<file path="config.mk">
export PLATFORM = sky130hd
export DESIGN_NAME = mic_sample_level_capture
export DESIGN_NICKNAME = d
export VERILOG_FILES = /design/src/hdl/mslc_pkg.sv /design/src/hdl/mic_sample_level_capture.sv /design/src/hdl/mslc_root_unit.sv
export SDC_FILE = /design/constraint.sdc
export NUM_CORES = 1
export LEC_CHECK = 0
export ABC_AREA = 1
export BUFFER_PORTS_ARGS = -buffer_cell sky130_fd_sc_hd__clkbuf_2
export CORE_UTILIZATION = 62
export DETAILED_ROUTE_END_ITERATION = 6
export PLACE_DENSITY = 0.8
export SYNTH_ARGS = -nofsm -noshare
export SYNTH_HDL_FRONTEND = slang
export SYNTH_HIERARCHICAL = 1
export SYNTH_SLANG_ARGS = --single-unit
export TNS_END_PERCENT = 100
</file>
<file path="constraint.sdc">
create_clock -name aclk -period 9.86 [get_ports aclk]
set_clock_uncertainty 0.2 [all_clocks]
set_input_delay 1.972 -clock aclk [delete_from_list [all_inputs] [get_ports aclk]]
set_output_delay 1.972 -clock aclk [all_outputs]
set_load 0.1 [all_outputs]
</file>
<file path="src/hdl/mslc_pkg.sv">
// ----------------------------------------------------------------------------
// mslc_pkg
// Shared types and constants for the microphone sample and level capture block.
// ----------------------------------------------------------------------------
package mslc_pkg;

    localparam int RAW_W      = 32;
    localparam int SMP_W      = 16;
    localparam int CFG_W      = 21;
    localparam int ADDR_W     = 20;
    localparam int LVL_W      = 16;
    localparam int QUO_W      = 32;   // mean of squares, padded to whole bit pairs
    localparam int ROOT_STEPS = QUO_W / 2;
    localparam int M_DATA_W   = 56;
    localparam int M_DATA_PAD = M_DATA_W - SMP_W - ADDR_W - LVL_W;

    localparam int CHUNK_MAX_DEF     = 512;
    localparam int BUFFER_FRAMES_DEF = 1048576;
    localparam logic [CFG_W-1:0] CAP_RESET = CFG_W'(1048576);

    typedef enum logic [2:0] {
        ST_IDLE,
        ST_ACC,
        ST_START,
        ST_WAIT,
        ST_OUT
    } mslc_state_t;

    typedef enum logic [1:0] {
        U_IDLE,
        U_DIV,
        U_SQRT,
        U_DONE
    } mslc_ustate_t;

    typedef struct packed {
        logic start;
    } mslc_req_t;

    typedef struct packed {
        logic             done;
        logic [LVL_W-1:0] level;
    } mslc_sts_t;

endpackage

</file>
<file path="src/hdl/mic_sample_level_capture.sv">
// ----------------------------------------------------------------------------
// mic_sample_level_capture
// Microphone sample path with capture buffer addressing and chunked RMS meter.
// ----------------------------------------------------------------------------
// Each request on the slave side is one raw 32-bit slot (s_tlast marks the
// end of a level chunk) and gives exactly one result: the top 16 bits as a
// signed sample, a capture buffer address while room remains, and the level.
// An ordinary sample passes through ST_ACC and ST_OUT to the output register,
// and the next request is taken only once that sample is loaded there.
// A sample that closes a chunk also runs the level calculator, which shares
// one subtractor between a restoring divider (SUM_W steps, SUM_W =
// 32 + clog2(CHUNK_MAX)) and a 16-step square root, and such a sample passes
// through ST_ACC, ST_START, ST_WAIT and ST_OUT to the output register; here
// too the next request is taken only once that sample is loaded there.
// s_tready is low while an item is in work; the output register lets the
// next request be taken while a result still waits on m_tready.
// ----------------------------------------------------------------------------
module mic_sample_level_capture import mslc_pkg::*; #(
    parameter int CHUNK_MAX     = CHUNK_MAX_DEF,
    parameter int BUFFER_FRAMES = BUFFER_FRAMES_DEF
) (
    input  logic                aclk,
    input  logic                aresetn,
    input  logic                cfg_wr_en,
    input  logic [CFG_W-1:0]    cfg_wr_data,   // buffer capacity in samples
    input  logic                s_tvalid,
    output logic                s_tready,
    input  logic [RAW_W-1:0]    s_tdata,       // [31:0] raw_slot
    input  logic                s_tlast,       // chunk_end
    output logic                m_tvalid,
    input  logic                m_tready,
    // [15:0] sample_out, [35:16] buffer_addr, [51:36] level_rms, [55:52] zero
    output logic [M_DATA_W-1:0] m_tdata,
    output logic [0:0]          m_tuser,       // [0] buffer_write
    output logic                m_tlast        // level_valid
);

    localparam int CNT_W = $clog2(CHUNK_MAX + 1);
    localparam int SUM_W = 32 + $clog2(CHUNK_MAX);
    localparam int BUF_W = $clog2(BUFFER_FRAMES + 1);
    localparam int CMP_W = (BUF_W > CFG_W) ? BUF_W : CFG_W;
    localparam logic [CNT_W-1:0] CNT_LIMIT = CNT_W'(CHUNK_MAX);
    localparam logic [CMP_W-1:0] BUF_LIMIT = CMP_W'(BUFFER_FRAMES);

    mslc_state_t        state_reg, state_next;
    logic [CFG_W-1:0]   cap_reg;
    logic [CFG_W-1:0]   wpos_reg;
    logic [SUM_W-1:0]   sum_reg;
    logic [CNT_W-1:0]   count_reg;
    logic [LVL_W-1:0]   level_reg;
    logic [SMP_W-1:0]   sample_reg;
    logic [2*SMP_W-1:0] sq_reg;
    logic               last_reg;
    logic               wr_reg;
    logic [ADDR_W-1:0]  addr_reg;
    logic               lvl_new_reg;
    logic               m_tvalid_reg;
    logic [M_DATA_W-1:0] m_data_reg;
    logic               m_user_reg;
    logic               m_last_reg;

    logic               accept;
    logic               out_free;
    logic [CNT_W-1:0]   count_inc;
    logic               chunk_done;
    logic [CMP_W-1:0]   cap_ext;
    logic [CMP_W-1:0]   eff_cap;
    logic               room;
    logic signed [SMP_W-1:0] in_sample;
    mslc_req_t          unit_req;
    mslc_sts_t          unit_sts;

    assign in_sample  = s_tdata[RAW_W-1 -: SMP_W];
    assign accept     = s_tvalid && s_tready;
    assign out_free   = !m_tvalid_reg || m_tready;
    assign count_inc  = count_reg + 1'b1;
    assign chunk_done = last_reg || (count_inc >= CNT_LIMIT);
    assign cap_ext    = CMP_W'(cap_reg);
    assign eff_cap    = (cap_ext > BUF_LIMIT) ? BUF_LIMIT : cap_ext;
    assign room       = (CMP_W'(wpos_reg) < eff_cap);

    always_comb begin
        state_next = state_reg;
        case (state_reg)
            ST_IDLE:  if (s_tvalid) state_next = ST_ACC;
            ST_ACC:   state_next = chunk_done ? ST_START : ST_OUT;
            ST_START: state_next = ST_WAIT;
            ST_WAIT:  if (unit_sts.done) state_next = ST_OUT;
            ST_OUT:   if (out_free) state_next = ST_IDLE;
            default:  state_next = ST_IDLE;
        endcase
    end

    always_comb begin
        s_tready       = (state_reg == ST_IDLE) && aresetn;
        unit_req.start = (state_reg == ST_START);
    end

    always_ff @(posedge aclk) begin
        if (!aresetn) begin
            state_reg    <= ST_IDLE;
            cap_reg      <= CAP_RESET;
            wpos_reg     <= '0;
            sum_reg      <= '0;
            count_reg    <= '0;
            level_reg    <= '0;
            m_tvalid_reg <= 1'b0;
        end else begin
            state_reg <= state_next;
            if (cfg_wr_en) begin
                cap_reg <= cfg_wr_data;
            end
            if (accept && room) begin
                wpos_reg <= wpos_reg + 1'b1;
            end
            if (state_reg == ST_ACC) begin
                sum_reg   <= sum_reg + SUM_W'(sq_reg);
                count_reg <= count_inc;
            end
            if (state_reg == ST_WAIT && unit_sts.done) begin
                level_reg <= unit_sts.level;
                sum_reg   <= '0;
                count_reg <= '0;
            end
            if (state_reg == ST_OUT && out_free) begin
                m_tvalid_reg <= 1'b1;
            end else if (m_tready) begin
                m_tvalid_reg <= 1'b0;
            end
        end
    end

    always_ff @(posedge aclk) begin
        if (accept) begin
            sample_reg  <= in_sample;
            sq_reg      <= (2*SMP_W)'(in_sample * in_sample);
            last_reg    <= s_tlast;
            wr_reg      <= room;
            addr_reg    <= room ? wpos_reg[ADDR_W-1:0] : '0;
            lvl_new_reg <= 1'b0;
        end
        if (state_reg == ST_WAIT && unit_sts.done) begin
            lvl_new_reg <= 1'b1;
        end
        if (state_reg == ST_OUT && out_free) begin
            m_data_reg <= {{M_DATA_PAD{1'b0}}, level_reg, addr_reg, sample_reg};
            m_user_reg <= wr_reg;
            m_last_reg <= lvl_new_reg;
        end
    end

    mslc_root_unit #(
        .SUM_W (SUM_W),
        .CNT_W (CNT_W)
    ) u_root (
        .aclk    (aclk),
        .aresetn (aresetn),
        .req     (unit_req),
        .sum     (sum_reg),
        .count   (count_reg),
        .sts     (unit_sts)
    );

    assign m_tvalid   = m_tvalid_reg;
    assign m_tdata    = m_data_reg;
    assign m_tuser[0] = m_user_reg;
    assign m_tlast    = m_last_reg;

endmodule

</file>
<file path="src/hdl/mslc_root_unit.sv">
// ----------------------------------------------------------------------------
// mslc_root_unit
// Level calculator: restoring division of the chunk sum by the sample count,
// then a digit-by-digit integer square root, both on one shared subtractor.
// ----------------------------------------------------------------------------
module mslc_root_unit import mslc_pkg::*; #(
    parameter int SUM_W = 41,
    parameter int CNT_W = 10
) (
    input  logic             aclk,
    input  logic             aresetn,
    input  mslc_req_t        req,
    input  logic [SUM_W-1:0] sum,
    input  logic [CNT_W-1:0] count,
    output mslc_sts_t        sts
);

    localparam int SUB_W  = (CNT_W + 1 > LVL_W + 3) ? CNT_W + 1 : LVL_W + 3;
    localparam int STEP_W = $clog2(SUM_W);

    mslc_ustate_t      state_reg, state_next;
    logic [SUM_W-1:0]  dvd_reg;
    logic [CNT_W-1:0]  den_reg;
    logic [SUB_W-1:0]  rem_reg;
    logic [LVL_W-1:0]  root_reg;
    logic [STEP_W-1:0] step_reg;

    logic [SUB_W-1:0]  op_a;
    logic [SUB_W-1:0]  op_b;
    logic [SUB_W:0]    diff;
    logic              ge;

    // shared subtract/compare
    always_comb begin
        op_a = '0;
        op_b = '0;
        case (state_reg)
            U_DIV: begin
                op_a = SUB_W'({rem_reg[CNT_W-1:0], dvd_reg[SUM_W-1]});
                op_b = SUB_W'(den_reg);
            end
            U_SQRT: begin
                op_a = SUB_W'({rem_reg[LVL_W:0], dvd_reg[QUO_W-1 -: 2]});
                op_b = SUB_W'({root_reg[LVL_W-2:0], 2'b01});
            end
            default: begin
                op_a = '0;
                op_b = '0;
            end
        endcase
        diff = {1'b0, op_a} - {1'b0, op_b};
        ge   = ~diff[SUB_W];
    end

    always_comb begin
        state_next = state_reg;
        case (state_reg)
            U_IDLE: if (req.start) state_next = U_DIV;
            U_DIV:  if (step_reg == '0) state_next = U_SQRT;
            U_SQRT: if (step_reg == '0) state_next = U_DONE;
            U_DONE: state_next = U_IDLE;
            default: state_next = U_IDLE;
        endcase
    end

    always_comb begin
        sts.done  = (state_reg == U_DONE);
        sts.level = root_reg;
    end

    always_ff @(posedge aclk) begin
        if (!aresetn) begin
            state_reg <= U_IDLE;
        end else begin
            state_reg <= state_next;
        end
    end

    always_ff @(posedge aclk) begin
        case (state_reg)
            U_IDLE: begin
                if (req.start) begin
                    dvd_reg  <= sum;
                    den_reg  <= count;
                    rem_reg  <= '0;
                    step_reg <= STEP_W'(SUM_W - 1);
                end
            end
            U_DIV: begin
                // quotient bits shift in as the dividend shifts out
                dvd_reg <= {dvd_reg[SUM_W-2:0], ge};
                if (step_reg == '0) begin
                    rem_reg  <= '0;
                    root_reg <= '0;
                    step_reg <= STEP_W'(ROOT_STEPS - 1);
                end else begin
                    rem_reg  <= ge ? diff[SUB_W-1:0] : op_a;
                    step_reg <= step_reg - 1'b1;
                end
            end
            U_SQRT: begin
                dvd_reg  <= {dvd_reg[SUM_W-3:0], 2'b00};
                rem_reg  <= ge ? diff[SUB_W-1:0] : op_a;
                root_reg <= {root_reg[LVL_W-2:0], ge};
                step_reg <= step_reg - 1'b1;
            end
            default: begin
                rem_reg <= rem_reg;
            end
        endcase
    end

endmodule

</file>
## Word-level counts from Yosys, hierarchy flattened

Index checks and enable logic that the tools add are counted.

| word-level totals | value |
|---|---|
| output and inout port bits | 60 |
| input bits | 59 |
| bits in registers | 330 |
| word-level logic and storage cells | 91 |

| operators by class | value |
|---|---|
| $add $sub $neg | 5 |
| multipliers | 1 |
| equal/unequal tests | 13 |
| reductions and logical operators | 20 |
| bitwise logic cells | 2 |
| $lt $le $gt $ge | 3 |
| mux-type cells | 25 |

Operators by type and width:

| cell | count |
|---|---|
| case mux 41 bit (3 select lines) | 1 |
| two-way mux 17 bit | 3 |
| case mux 17 bit (3 select lines) | 1 |
| adder 41 x 32 -> 41 bit | 1 |
| two-way mux 41 bit | 1 |
| case mux 19 bit (2 select lines) | 1 |
| case mux 17 bit (2 select lines) | 1 |
| multiplier 16 x 16 -> 32 bit | 1 |
| case mux 16 bit (2 select lines) | 1 |
| adder 21 x 1 -> 21 bit (second input constant) | 1 |
| > comparator 21 bit (second input constant) | 1 |
| < comparator 21 bit | 1 |
| two-way mux 21 bit | 1 |
| subtractor 19 x 17 -> 20 bit | 1 |
| case mux 6 bit (3 select lines) | 1 |
| two-way mux 16 bit | 1 |
| case mux 3 bit (5 select lines) | 1 |
| two-way mux 3 bit | 4 |
| two-way mux 6 bit | 2 |
| adder 10 x 1 -> 10 bit (second input constant) | 1 |
| greater-or-equal comparator 10 bit (second input constant) | 1 |
| case mux 2 bit (4 select lines) | 1 |
| == test 3 x 2 -> 1 bit (second input constant) | 2 |
| logical NOT 6 bit | 1 |
| 20 further kinds | 38 |

## Longest topological paths before layout

Gate-level depths: netlist of the first run.

| depth | value |
|---|---|
| word-level depth | 6 |
| depth in mapped cells | 27 |
| depth with buffers taken out | 25 |

## By module

The synthesis of the first run kept the hierarchy.

By module, submodules not included:

| module | area an instance (um^2) | seq. area each (um^2) | instances | cells each |
|---|---|---|---|---|
| mic_sample_level_capture | 20965.1 | 5945.7 | 1 | 2539 |
| mslc_root_unit | 5811.8 | 2742.6 | 1 | 695 |

## Worst setup path after synthesis of the first run

Ideal clock, no wire load.

| timing | value |
|---|---|
| kind | in2reg |
| start | input port s_tdata[17] |
| end | register sq_reg[31] (data pin) |
| setup slack | 1776 ps |
| path buffers | 2 |
| required time | 9407 ps |
| setup time | 253 ps |
| stages on the path | 23 |
| data arrival time | 7631 ps |
| path through | clkbuf_1 -> clkbuf_1 -> nand2_1 -> fa_1 -> inv_1 -> fa_1 -> inv_1 -> fa_1 -> inv_1 -> fa_1 -> fa_1 -> inv_1 -> fa_1 -> inv_1 -> ha_1 -> nand2_1 -> nor2_1 -> nand2_1 -> or2_2 -> nand2_1 -> a21oi_1 -> nor2_1 -> nor2_1 |

| on the way | value |
|---|---|
| cells in the longest elaborated chain, start to end | 1 |

RTL lines:

| what | line | source |
|---|---|---|
| from (decl) | mic_sample_level_capture.sv:28 | `input logic [RAW_W-1:0] s_tdata,` |
| multiplier 16 x 16 -> 32 bit | mic_sample_level_capture.sv:136 | `sq_reg <= (2*SMP_W)'(in_sample * in_sample);` |
| to (signal assigned) | mic_sample_level_capture.sv:136 |  |
| to (decl) | mic_sample_level_capture.sv:52 | `logic [2*SMP_W-1:0] sq_reg;` |

Every way passes these cells.
A chain may end at the register's enable or synchronous reset.

## Worst setup path after layout of the first run

| timing | value |
|---|---|
| start | input port s_tdata[31] |
| end | register sq_reg[31] (data pin) |

Same word-level chain as after synthesis.

==> metrics.md, run 1 <==
| Metric | Value |
|---|---|
| Die H | around 210 um |
| Most frequent CP cell | fa_1 |
| Sequential-to-total area share from yosys stat | 32.45% |
| Final min period | between 7 and 8 ns |
| # hold bufs at CTS | 0 |
| Top-area cell type share of the netlist area | around a quarter |
| Number of flip-flops in the largest register | 52 |
| Worst Hold Class | flip-flop to flip-flop |
| GPL Wtd Cong | between 0.9 and 1 |
| Post-route setup TNS | 0 ns |
| CP max-delay cell | fa_1 |
| CTS tree | built |
| Hold Path Origin | sample_reg[2]$_DFFE_PP_ |
| Distinct cells, synth | 54 |
| WP data arrival | 8.03 ns |
| Die area | 0.04402 mm^2 |
| Num CTS Buffers | 37 |
| Fmax | 126.3 MHz |
| Post-CTS Resized | 0 |
| CP Capture Type | flip-flop |
| Ant diodes | 0 |
| Leading area contributor after synthesis | edfxtp_1 |
| DR vias/cell | 5.504 |
| R2R Path Start | u_root/state_reg[0]$_SDFFE_PN0P_ |
| Largest cells by area after synthesis | edfxtp_1 (24%), fa_1 (17%), inv_1 (9.9%) |
| Top_reg_cell synth | edfxtp_1 |
| Clock buffer depth | 3 |
| Delay-heaviest family, CP | adder cells |
| I/O pin cnt | 119 |
| CTS H-tree lvls | 2 |
| First-pass GRT wire length | around 100 mm |
| Post-Syn Area | 0.02678 mm^2 |
| Initial DRC Count | 1578 |
| Detailed-route wire length per cell | 16.33 um |
| Max_cap viols | 0 |
| Hold Fails Final Rpt | 0 |
| Setup violations, final | 0 |
| Setup slack at placement | 1.327 ns |
| Post-CTS Setup Inserts | 0 |
| GR Util met2 | 52.49% |
| CP Launch Point | s_tdata[31] |
| Met1 usage | 36.49% |
| Slew Limit Fails | 0 |
| Largest stage delay, worst path | a little over 0.8 ns |
| Area growth syn-to-layout | 7.542% |
| Vias in the first global route | 21925 |
| GRT Util Overall | 29.49% |
| CTS clock-pin slew for the worst setup and hold paths | 0.06 ns |
| Critical-path cell list | clkbuf_2 > nand2_1 > fa_1 > inv_1 > fa_1 > inv_1 > fa_1 > inv_1 > fa_1 > fa_1 > inv_1 > fa_1 > inv_1 > ha_1 > nand2_1 > nor2_1 > nand2_1 > or2_2 > nand2_1 > a21oi_1 > nor2_1 > nor2_1 |
| Rel. slew slack | a little over two fifths |
| Final WL | 62.95 mm |
| Cell with the most instances after synthesis | inv_1 |
| Layout Nets | 3750 |
| Mapped Cells | 3234 |
| Row cnt | 75 |
| #FFs+latches synth | 328 |
| Via count | 21212 |
| First-pass detailed-route iteration total | 6 |
| Initial Util | 63.41% |
| Critical path class | primary input to flip-flop |
| Maximum fanout along the worst path | 26 |
| Drt drc | 0 |
| YS warnings | 6 |
| Post-synth ARST share | 0% |
| Final Core Density | 68.19% |
| Worst slew pin tran | 0.8647 ns |
| Worst Path Buf+Inv | 6 |
| Antenna-violating nets left | 0 |
| Hold slack | 0.2194 ns |
| Initial antenna violation count | 0 |
| GR Util met3 | 3.367% |
| Worst skew pair latency | 0.56 ns |
| Die X | 209.8 um |
| Setup WS post-layout | 1.941 ns |
| Core area | 0.04223 mm^2 |
| Largest net degree at the start of global routing | 63 |
| RSZ-0062 raised after global routing | no |
| CTS Sinks | 328 |
| PortBufs | 98 |
| Grt peak-use layer | met2 |
| Syn avg cell area | roughly 8.3 um^2 |
| Share of cells above drive strength 1 | 6.727% |
| Post-synth EDFFs | around 210 |
| Crit share post-route | 80.32% |
| GRT overflow | 0 |
| Outcome | completed |
| DP HPWL | roughly 48 mm |
| Critical path launch point type | primary input |
| Synth top cells by count | inv_1 (709), nand2_1 (701), nor2_1 (255), fa_1 (234), edfxtp_1 (212) |
| Clock root buffer | clkbuf_16 |
| Data required time of the critical path | 9.97 ns |
-- cells in the final DEF, fill, tap and decap left out, drive strengths merged, types with 14 or more instances in the layout --
cell type and count:
nor2 263, o21bai 26, a22oi 14, inv 728, nand3 121, nand2 718
o21a 19, edfxtp 212, a21oi 158, nand4 51, clkbuf 151, o221ai 37
xnor2 20, nor3 35, xor2 60, ha 171, fa 234, dfxtp 116
o21ai 94
-- path summary, 6_finish.rpt --
| check | endpoint | slack, ns | cells past startpoint |
|---|---|---|---|
| min reg2reg | m_tdata[2]$_DFFE_PP_ | 0.22 | 0 |
| min | m_tdata[2]$_DFFE_PP_ | 0.22 | 0 |
| max | sq_reg[31]$_DFFE_PP_ | 1.94 | 22 |
| max reg2reg | u_root/dvd_reg[0]$_DFFE_PP_ | 5.13 | 15 |
-- routing by layer --
layer	part of all wire (%)	wire, um
met1	41	26000
met2	50	31310
met3	5.4	3368
met4	3.6	2270
met5	0	0
-- logic make-up after synthesis --
kind of cell,share of synthesized area (%)
xor gates and xnor gates,2.617
AOI/OAI and AO/OA,8.509
buffers and inverters,11.82
adders and majority gates,25.48
other,0.01400
and+or+nand+nor,19.11
DFF,32.45
-- area by class of cell --
| type | count | area, um^2 |
|---|---|---|
| Tap cell | 539 | 674.4 |
| Inverter | 725 | 2721 |
| Fill cell | 3394 | 13430 |
| Multi-Input combinational cell | 2086 | 14950 |
| Clock buffer | 53 | 1027 |
| Clock inverter | 15 | 165.2 |
| Sequential cell | 328 | 8688 |
| Timing Repair Buffer | 108 | 565.5 |
-- per-stage QoR --
step           instance area (um^2)  std cells
4_1_cts                       28800       3854
3_3_place_gp                  27600       3786
2_1_floorplan                 26790       3237
3_5_place_dp                  27600       3786
5_1_grt                       28800       3854
6_report                      28800       3854
Power of run 1 is not shown: default switching activity piles up to over one toggle a cycle in this logic, so the estimate is an artifact.
==> inputs of run 2 (changes only) <==
--- a/config.mk
+++ b/config.mk
@@ -5,11 +5,11 @@
 export SDC_FILE = /design/constraint.sdc
 export NUM_CORES = 1
 export LEC_CHECK = 0
-export ABC_AREA = 1
+export ABC_AREA = 0
 export BUFFER_PORTS_ARGS = -buffer_cell sky130_fd_sc_hd__clkbuf_2
-export CORE_UTILIZATION = 62
+export CORE_UTILIZATION = 57
 export DETAILED_ROUTE_END_ITERATION = 6
-export PLACE_DENSITY = 0.8
+export PLACE_DENSITY = 0.78
 export SYNTH_ARGS = -nofsm -noshare
 export SYNTH_HDL_FRONTEND = slang
 export SYNTH_HIERARCHICAL = 1
==> constraint.sdc (replaced) <==
create_clock -name aclk -period 6.5 [get_ports aclk]
set_clock_uncertainty 0.2 [all_clocks]
set_input_delay 1.3 -clock aclk [delete_from_list [all_inputs] [get_ports aclk]]
set_output_delay 1.3 -clock aclk [all_outputs]
set_load 0.1 [all_outputs]
==> metrics.md, run 2 <==
| Metric | Value |
|---|---|
| Num CTS Buffers | 37 (unchanged) |
| Initial Util | 58.27% (-5.1 points) |
| Final min period | 6.748 ns |
| Clock buffer depth | 3 (unchanged) |
| Failing checks | negative setup slack |
| Distinct cells, synth | 90 (+67%) |
| GPL Wtd Cong | 0.8845 (-9.8%) |
| Commonest non-fill, non-tap cell in the layout | inv_1 |
| CP Capture Type | flip-flop |
| Worst skew pair latency | 0.57 ns (about the same) |
| Outcome | complete, but fails checks |
| Cell Area, Placed | 0.02799 mm^2 (+1.4%) |
| Number of flip-flops in the largest register | 52 (unchanged) |
| PortBufs | 98 (unchanged) |
| Design area | 0.02978 mm^2 (+3.4%) |
| Data required time of the critical path | 6.61 ns (-3.36 ns) |
| Die H | 212.8 um (+1.4%) |
| Post-Syn Area | 0.02532 mm^2 (-5.4%) |
| Slew Limit Fails | 0 (unchanged) |
| Crit share post-route | 103.8% |
| Worst slew pin tran | 0.9589 ns (+0.09425 ns) |
| Die X | 212.8 um (+1.4%) |
| Maximum fanout along the worst path | 5 (-81%) |
| RSZ-0062 raised after global routing | yes |
| Post-synth ARST share | 0% (unchanged) |
| Post-synth EDFFs | 212 (unchanged) |
| Synth top cells by count | inv_1 (395), nand2_1 (253), fa_1 (234), edfxtp_1 (212), ha_1 (171) |
| Ant diodes | 0 (unchanged) |
| Largest cells by area after synthesis | edfxtp_1 (25%), fa_1 (18%), dfxtp_1 (9.2%) |
| Area growth syn-to-layout | 17.58% |
| Sequential-to-total area share from yosys stat | 34.31% (+1.9 points) |
| CP max-delay cell | fa_2 |
| First-pass GRT wire length | 89.91 mm (-14%) |
| Final Core Density | 68.52% (+0.33 points) |
| Commonest non-fill, non-tap cells in the layout | inv_1 (369), nand2_1 (243), fa_1 (221), buf_4 (221), edfxtp_1 (212) |
| #FFs+latches synth | 328 (unchanged) |
| Rel. slew slack | 35.91% (-6.3 points) |
| CTS Sinks | 328 (unchanged) |
| Critical path launch point type | primary input |
| Mapped Cells | 2564 (-21%) |
| Max_cap viols | 0 (unchanged) |
| Die area | 0.04528 mm^2 (+2.8%) |
| Initial antenna violation count | 0 (unchanged) |
| Hold Fails Final Rpt | 0 (unchanged) |
| Drt drc | 0 (unchanged) |
| Detailed-route wire length per cell | 16.18 um (-0.93%) |
| Setup WS post-layout | -0.2479 ns (-2.189 ns) |
| Largest stage delay, worst path | 0.58 ns (-0.23 ns) |
| Non-Filler Instances | 3447 (-11%) |
| Setup violations, final | 10 (+10) |
| Fmax | ~150 MHz |
| Clock root buffer | clkbuf_16 |
| CTS H-tree lvls | 2 (unchanged) |
| YS warnings | 6 (unchanged) |
| Core area | 0.04346 mm^2 (+2.9%) |
| Share of cells above drive strength 1 | 18.31% (+12 points) |
| Via count | 19079 (-10%) |
| Vias in the first global route | 19370 (-12%) |
| I/O pin cnt | 119 (unchanged) |
| Worst Hold Class | flip-flop to flip-flop |
| CTS tree | built |
| DP HPWL | 41.55 mm (-14%) |
| Top-area cell type share of the netlist area | 25.14% (+1.4 points) |
| Leading area contributor after synthesis | edfxtp_1 |
| Row cnt | 76 (+1.3%) |
| CTS clock-pin slew for the worst setup and hold paths | 0.07 ns (about the same) |
| First-pass detailed-route iteration total | 5 (-1) |
| GRT Util Overall | 24.57% (-4.9 points) |
| Antenna-violating nets left | 0 (unchanged) |
| Cell with the most instances after synthesis | inv_1 |
| DR vias/cell | 5.535 (+0.56%) |
| GRT overflow | 0 (unchanged) |
| Syn avg cell area | 9.877 um^2 (+19%) |
| Placed Cells | 3355 (-11%) |
| Top_reg_cell synth | edfxtp_1 |
| Layout Nets | 3298 (-12%) |
| Largest net degree at the start of global routing | 91 (+44%) |
| Critical path class | primary input to flip-flop |
| WP data arrival | 6.86 ns (-1.17 ns) |
| Post-route setup TNS | -1.481 ns (-1.481 ns) |
| Final WL | 55.78 mm (-11%) |
| Initial DRC Count | 1290 (-18%) |
| Fill count | 3217 (-5.2%) |
[run 2: cell types whose count changed after synthesis, sizes merged, moves of 37 or more]
cell   before  now
nor2b       0   42
nand3     121   48
nor2      263  151
a22oi      14   51
and2        5  106
nand2     718  254
xnor2      20   74
inv       725  395
[run 2: cells by family (layout without fill, tap and decap cells)]
logic type | Yosys count | in the layout | synth area share, %
xor gates and xnor gates | 100 | 100 | 3.458
buffers and inverters | 503 | 798 | 7.688
and+or+nand+nor | 748 | 748 | 14.41
other | 1 | 4 | 0.01481
DFF | 328 | 328 | 34.31
muxes | 39 | 39 | 1.561
AOI/OAI and AO/OA | 440 | 440 | 11.61
adders and majority gates | 405 | 405 | 26.95
[run 2: area by class of cell]
type / count / area (um^2) / share of cell area (%)
inverters: 396 / 1498 / 5.030
multi-input cells: 1736 / 15200 / 51.04
clock inverters: 16 / 170.2 / 0.5715
repair buffers: 335 / 2502 / 8.404
clock buffers: 51 / 988.4 / 3.319
well taps: 585 / 732.0 / 2.458
flip-flops and latches: 328 / 8688 / 29.18
[run 2: final timing paths]
| check | from | endpoint | slack, ns | cells after the start |
|---|---|---|---|---|
| worst max-delay path | s_tdata[21] | sq_reg[31]$_DFFE_PP_ | -0.25 | 25 |
| worst min-delay path | sample_reg[2]$_DFFE_PP_ | m_tdata[2]$_DFFE_PP_ | 0.20 | 0 |
| worst max register to register | u_root/state_reg[0]$_SDFFE_PN0P_ | u_root/rem_reg[16]$_DFFE_PP_ | 1.90 | 14 |
| worst min register to register | sample_reg[2]$_DFFE_PP_ | m_tdata[2]$_DFFE_PP_ | 0.20 | 0 |
[run 2: through the flow]
stage,setup WS [ns],hold slack [ns]
2_1_floorplan,-0.5343,0.2003
3_3_place_gp,-0.9519,0.2001
3_5_place_dp,-0.9931,0.2045
4_1_cts,-0.2207,0.1823
5_1_grt,-0.4320,0.1996
6_report,-0.2479,0.1969
[run 2: worst max-delay path: cells and delay by family]
family / cells / cell delay [ns]
simple gates: 3 / 0.32
mux: 1 / 0.23
fa+ha+maj: 7 / 3.24
buf+inv: 9 / 0.93
compound gates: 5 / 0.83
[run 2: metal layers]
metal	vias to the layer above	part of all wire, %	GRT usage, %
li1	9131	-	-
met1	9353	42	29.95
met2	480	51	44.15
met3	115	3.9	3.206
met4	0	2.8	9.328
met5	-	0	0
[run 2: timing repair]
action                                 CTS  global route
gates resized for setup                 69            52
endpoints found under the hold margin    0             0
setup buffers                           11            15
gates cloned                             1             0
hold buffers                             0             0
setup endpoints to repair               12            14
pin swaps                               54            43
Power of run 2 is left out for the same reason.
